<file path="src/hdl/cpt_pkg.sv">
// Shared types, codes and constants of the color palette table.
`timescale 1ns / 1ps
package cpt_pkg;

	localparam int MAX_ENTRIES_DEF = 256;
	localparam int CAPACITY_RESET  = 16;
	localparam int DIV_BITS        = 15;
	localparam int CHANNELS        = 3;

	localparam logic [2:0] CMD_ADD  = 3'd0;
	localparam logic [2:0] CMD_SET  = 3'd1;
	localparam logic [2:0] CMD_GET  = 3'd2;
	localparam logic [2:0] CMD_FIND = 3'd3;
	localparam logic [2:0] CMD_GRAD = 3'd4;

	localparam logic [1:0] RSP_HIT  = 2'd0;
	localparam logic [1:0] RSP_MISS = 2'd1;
	localparam logic [1:0] RSP_GET  = 2'd2;

	localparam logic [7:0] LAST_INDEX = 8'hFF;

	typedef struct packed {
		logic [2:0] cmd;
		logic [7:0] index;
		logic [7:0] red;
		logic [7:0] green;
		logic [7:0] blue;
		logic [7:0] end_index;
		logic [7:0] end_red;
		logic [7:0] end_green;
		logic [7:0] end_blue;
	} cpt_req_t;

	typedef struct packed {
		logic [7:0] found_index;
		logic [7:0] out_red;
		logic [7:0] out_green;
		logic [7:0] out_blue;
		logic       status;
	} cpt_rsp_t;

	typedef struct packed {
		logic       load;
		logic       ptr_clr;
		logic       ptr_inc;
		logic       rd_en;
		logic       rd_sel_idx;
		logic       wr_set;
		logic       wr_add;
		logic       div_start;
		logic       div_step;
		logic       grad_init;
		logic       grad_step;
		logic       rsp_load;
		logic [1:0] rsp_kind;
	} cpt_cmd_t;

	typedef struct packed {
		logic [2:0] op;
		logic       match;
		logic       srch_end;
		logic       full;
		logic       get_oor;
		logic       rev;
		logic       grad_last;
		logic       div_done;
		logic       out_free;
	} cpt_sts_t;

endpackage

</file>
<file path="src/hdl/cpt_ctrl.sv">
// Command sequencer of the color palette table.
`timescale 1ns / 1ps
module cpt_ctrl (
	input  logic              clk,
	input  logic              arst_n,
	input  logic              req_valid,
	output logic              req_stall,
	input  cpt_pkg::cpt_sts_t sts,
	output cpt_pkg::cpt_cmd_t cmd
);
	import cpt_pkg::*;

	localparam logic [2:0] ST_IDLE     = 3'd0;
	localparam logic [2:0] ST_DISPATCH = 3'd1;
	localparam logic [2:0] ST_SRCH_CHK = 3'd2;
	localparam logic [2:0] ST_SRCH_CMP = 3'd3;
	localparam logic [2:0] ST_GET_WAIT = 3'd4;
	localparam logic [2:0] ST_DIV      = 3'd5;
	localparam logic [2:0] ST_WALK     = 3'd6;
	localparam logic [2:0] ST_RESP     = 3'd7;

	logic [2:0] state_q, state_d;
	logic [1:0] kind_q, kind_d;

	always_comb begin
		state_d = state_q;
		kind_d  = kind_q;
		cmd     = '0;
		cmd.rsp_kind = kind_q;
		case (state_q)
			ST_IDLE: begin
				if (req_valid) begin
					cmd.load = 1'b1;
					state_d  = ST_DISPATCH;
				end
			end
			ST_DISPATCH: begin
				case (sts.op)
					CMD_ADD, CMD_FIND: begin
						cmd.ptr_clr = 1'b1;
						state_d     = ST_SRCH_CHK;
					end
					CMD_SET: begin
						cmd.wr_set = 1'b1;
						state_d    = ST_IDLE;
					end
					CMD_GET: begin
						if (sts.get_oor) begin
							kind_d  = RSP_MISS;
							state_d = ST_RESP;
						end else begin
							cmd.rd_en      = 1'b1;
							cmd.rd_sel_idx = 1'b1;
							state_d        = ST_GET_WAIT;
						end
					end
					CMD_GRAD: begin
						if (sts.rev) begin
							state_d = ST_IDLE;
						end else begin
							cmd.div_start = 1'b1;
							cmd.grad_init = 1'b1;
							state_d       = ST_DIV;
						end
					end
					default: state_d = ST_IDLE;
				endcase
			end
			ST_SRCH_CHK: begin
				if (sts.srch_end) begin
					if (sts.op == CMD_ADD && !sts.full) begin
						cmd.wr_add = 1'b1;
						kind_d     = RSP_HIT;
					end else begin
						kind_d = RSP_MISS;
					end
					state_d = ST_RESP;
				end else begin
					cmd.rd_en = 1'b1;
					state_d   = ST_SRCH_CMP;
				end
			end
			ST_SRCH_CMP: begin
				if (sts.match) begin
					kind_d  = RSP_HIT;
					state_d = ST_RESP;
				end else begin
					cmd.ptr_inc = 1'b1;
					state_d     = ST_SRCH_CHK;
				end
			end
			ST_GET_WAIT: begin
				kind_d  = RSP_GET;
				state_d = ST_RESP;
			end
			ST_DIV: begin
				if (sts.div_done) begin
					state_d = ST_WALK;
				end else begin
					cmd.div_step = 1'b1;
				end
			end
			ST_WALK: begin
				cmd.grad_step = 1'b1;
				if (sts.grad_last) begin
					state_d = ST_IDLE;
				end
			end
			ST_RESP: begin
				if (sts.out_free) begin
					cmd.rsp_load = 1'b1;
					state_d      = ST_IDLE;
				end
			end
			default: state_d = ST_IDLE;
		endcase
	end

	assign req_stall = (state_q != ST_IDLE);

	always_ff @(posedge clk or negedge arst_n) begin
		if (!arst_n) begin
			state_q <= ST_IDLE;
			kind_q  <= RSP_MISS;
		end else begin
			state_q <= state_d;
			kind_q  <= kind_d;
		end
	end

	// An accepted request always goes to command decode next.
	a_accept_dispatch: assert property (@(posedge clk) disable iff (!arst_n)
		(req_valid && !req_stall) |=> (state_q == ST_DISPATCH))
		else $error("accepted request did not reach decode");

	// A result is only loaded when the output register can take it.
	a_rsp_free: assert property (@(posedge clk) disable iff (!arst_n)
		cmd.rsp_load |-> sts.out_free)
		else $error("result loaded over a pending one");

	// The gradient walk only starts after the divider finished.
	a_walk_after_div: assert property (@(posedge clk) disable iff (!arst_n)
		(state_q == ST_WALK && $past(state_q) == ST_DIV) |-> $past(sts.div_done))
		else $error("gradient walk started early");

endmodule

</file>
<file path="config.mk">
export PLATFORM = sky130hd
export DESIGN_NAME = cpt_ctrl
export DESIGN_NICKNAME = d
export VERILOG_FILES = /design/src/hdl/cpt_pkg.sv /design/src/hdl/cpt_ctrl.sv
export SDC_FILE = /design/constraint.sdc
export NUM_CORES = 1
export LEC_CHECK = 0
export BUFFER_PORTS_ARGS = -buffer_cell sky130_fd_sc_hd__buf_2
export CELL_PAD_IN_SITES_DETAIL_PLACEMENT = 1
export CELL_PAD_IN_SITES_GLOBAL_PLACEMENT = 2
export CORE_UTILIZATION = 21
export DETAILED_ROUTE_END_ITERATION = 6
export PLACE_DENSITY = 0.82
export SETUP_SLACK_MARGIN = 0.02
export SLEW_MARGIN = 20
export SYNTH_ARGS = -nofsm -noshare
export SYNTH_HDL_FRONTEND = slang
export SYNTH_SLANG_ARGS = --single-unit
</file>
<file path="constraint.sdc">
create_clock -name clk -period 1.8 [get_ports clk]
set_input_delay 0.09 -clock clk [delete_from_list [all_inputs] [get_ports clk]]
set_output_delay 0.09 -clock clk [all_outputs]
set_load 0.02 [all_outputs]
</file>
==> metrics.cfg <==
[sta]
rsz0062_at_grt = false
drv_slew = 0
finalCritPeriodShare_pct = 90.9
max_freq_mhz = 611
setup_viol = 0
min_period_ns = 1.64
fin_skew_ns = 0.00273
setup_tns_ns = 0
maxSlewHeadroom_pct = 71.9
tightest_slew_ns = 0.417
hold_viol = 0

[worst_hold_path]
hp-class = in -> reg
hp-start = sts[3]
hold_path_end = state_q[2]$_DFFE_PN0P_
hold_depth = 4

[worst_setup_path]
reg2reg_from = state_q[1]$_DFFE_PN0P_
endpoint_kind = output pin
arrival_ns = 1.55
path_max_fanout = 10
crit_path_start_kind = flip-flop
critPathRequiredTime_ns = 1.71
crit_type = reg -> out
reg2reg_depth = 5
ff2ff_setup_slack_ns = 0.30
rr_endpoint = state_q[1]$_DFFE_PN0P_

[yosys]
synth.avg_cell_area_um2 = 7.37
synth.area.top_cells = dfrtp_1, nand2_1, nor2_1, nor3b_1, dfstp_2
synth_edf_count = 0
synth.top_cell.area_share_pct = 19.1
syn_area_um2 = 523
yosys.area.top_type = dfrtp_1
syn_nets = 85
synth_ff_type = dfrtp_1
yosysWarningCount = 0
synth-seq-cells = 5
netlist-cell-type-count = 34
async_flop_share_pct = 100
seq_area_frac_synth_pct = 24.2
synth_cells = 71

[cts]
clk_pin_slew_ns = 0.05
cts_max_path_buffers = 2
cts_buffers = 3
htree_levels = 1
cts_sinks = 5
worstSkewPairLatency_ns = 0.25
cts_tree = done
ctsRootBufferMaster = clkbuf_4

[power]
power_switching_uw = 506
powerDensity_mw_per_mm2 = 1440
internal_power_uw = 541
swShare_pct = 48.3
ir_worst_vdd_v = 0.000454
seqPwrFrac_pct = 28.7
clkPwrFrac_pct = 13.0
power_uw = 1050
p_leak_uw = 0.000336
comb_power_share_pct = 58.3

[finish]
fillers = 302
area_growth_pct = 39.2
finalInstanceArea_um2 = 728
layout.nets = 116
drive_gt1_share_pct = 42.6
diodes = 0

[global_routing]
track_usage_pct = 12.3
grt_pass1_vias = 622
antenna_found_initial = 0
grt_max_degree = 19
grt_pass1_wl_um = 2570
grt_remaining_overflow = 0

[detailed_routing]
dr_wl_met3_um = 63
drtIter0Drc = 9
routed.top_layer = met3
ant_nets = 0
vias = 616
routedWlPerCell_um = 12.1
viasPerCell = 4.78
dr.pass1.iters = 4
detail_route.drc_violations = 0
drt-met1-wl_um = 732
wl_um = 1560
dr_wl_met2_um = 765

[floorplan]
rows = 17
initial_core_util_pct = 23.0
dieArea_mm2 = 0.00269
coreArea_mm2 = 0.00228
die_h_um = 51.9
boundaryPins = 29
die_width_um = 51.9

[placement]
placed_area_um2 = 676
portBuffers = 28
gp_congestion = 0.735
hpwl_um = 1260

[run]
drv_cap = 0

[outcome]
status = completed

## area by class of cell
| type | count | area (um^2) | share of cell area [%] |
|---|---|---|---|
| Multi-Input combinational cell | 59 | 364 | 50.0 |
| Timing Repair Buffer | 31 | 165 | 22.7 |
| Clock buffer | 4 | 26.3 | 3.61 |
| Inverter | 2 | 7.51 | 1.03 |
| Sequential cell | 5 | 130 | 17.9 |
| Tap cell | 28 | 35.0 | 4.81 |
## layer usage
metal	GRT usage, %	up-vias
li1	-	316
met5	0	-
met4	4.05	0
met1	14.4	281
met3	0	0
met2	23.7	19
## worst max-delay path, stage by stage, from the launching register on
cell,delay (ns)
dfrtp_2,0.47
nor2_1,0.16
nand3b_1,0.16
nor3b_2,0.21
o21bai_1,0.12
buf_2,0.18
## Yosys cell counts (2+ instances only)
master,instances
a21oi_1,2
a31oi_1,2
clkbuf_1,3
dfrtp_1,4
inv_1,2
mux2_2,2
nand2_1,10
nor2_1,10
nor2b_1,4
nor3_1,2
nor3b_1,5
o21ai_0,2
o22ai_1,2
## cells in the final DEF (no fill, tap or decap), drive strengths merged, types with 2 or more instances in the layout
master,count
a21oi,2
a31oi,2
buf,30
clkbuf,4
dfrtp,4
inv,2
mux2,2
nand2,10
nor2,10
nor2b,4
nor3,2
nor3b,5
o21ai,3
o22ai,2
or3b,2
## state kept, by name (all words and copies together), names as in the netlist
register,flops
state_q,3
kind_q,2
## power groups by stage
stage	Clock, uW	Sequential, uW	Combinational, uW
2_1_floorplan	0	249	487
3_3_place_gp	0	314	560
3_5_place_dp	0	315	569
4_1_cts	144	317	572
5_1_grt	148	309	677
6_report	136	300	610
## logic make-up (layout without fill, tap and decap cells)
logic type	count (synthesis)	count (layout)	synth area share [%]
buffers and inverters	7	37	7.18
muxes	2	2	4.31
DFF	5	5	24.2
and+or+nand+nor	44	44	47.9
AOI/OAI and AO/OA	13	13	16.5
## how the worst max path moves through the flow
| stage | endpoint | slack, ns | cells after the start | start |
|---|---|---|---|---|
| 5_1_grt | cmd[12] | 0.04 | 4 | state_q[0]$_DFFE_PN0P_ |
| 3_5_place_dp | state_q[1]$_DFFE_PN0P_ | 0.20 | 4 | state_q[1]$_DFFE_PN0P_ |
| 2_1_floorplan | cmd[10] | 0.09 | 5 | state_q[1]$_DFFE_PN0P_ |
| 6_report | cmd[10] | 0.16 | 5 | state_q[2]$_DFFE_PN0P_ |
| 3_3_place_gp | state_q[1]$_DFFE_PN0P_ | 0.24 | 4 | state_q[1]$_DFFE_PN0P_ |
| 4_1_cts | cmd[10] | 0.04 | 4 | state_q[0]$_DFFE_PN0P_ |
## repair_timing
item                                    in CTS  in global routing
hold endpoints to repair                     5                  0
gates resized for setup                      1                  3
hold buffers                                 1                  0
setup buffers                                0                  1
endpoints found under the setup margin       2                  3
## per-stage QoR
stage / util [%] / cells / hold WS (ns) / setup WS [ns]
detailed placement: 29.7 / 123 / -0.0847 / 0.203
floorplan: - / 71 / -0.206 / 0.0937
global route: 32.0 / 129 / 0.195 / 0.0416
finish: 32.0 / 129 / 0.161 / 0.163
CTS: 31.3 / 128 / 0.157 / 0.0411
global placement: 29.7 / 123 / -0.0887 / 0.238
No activity file was read; power rests on OpenSTA's default activity.
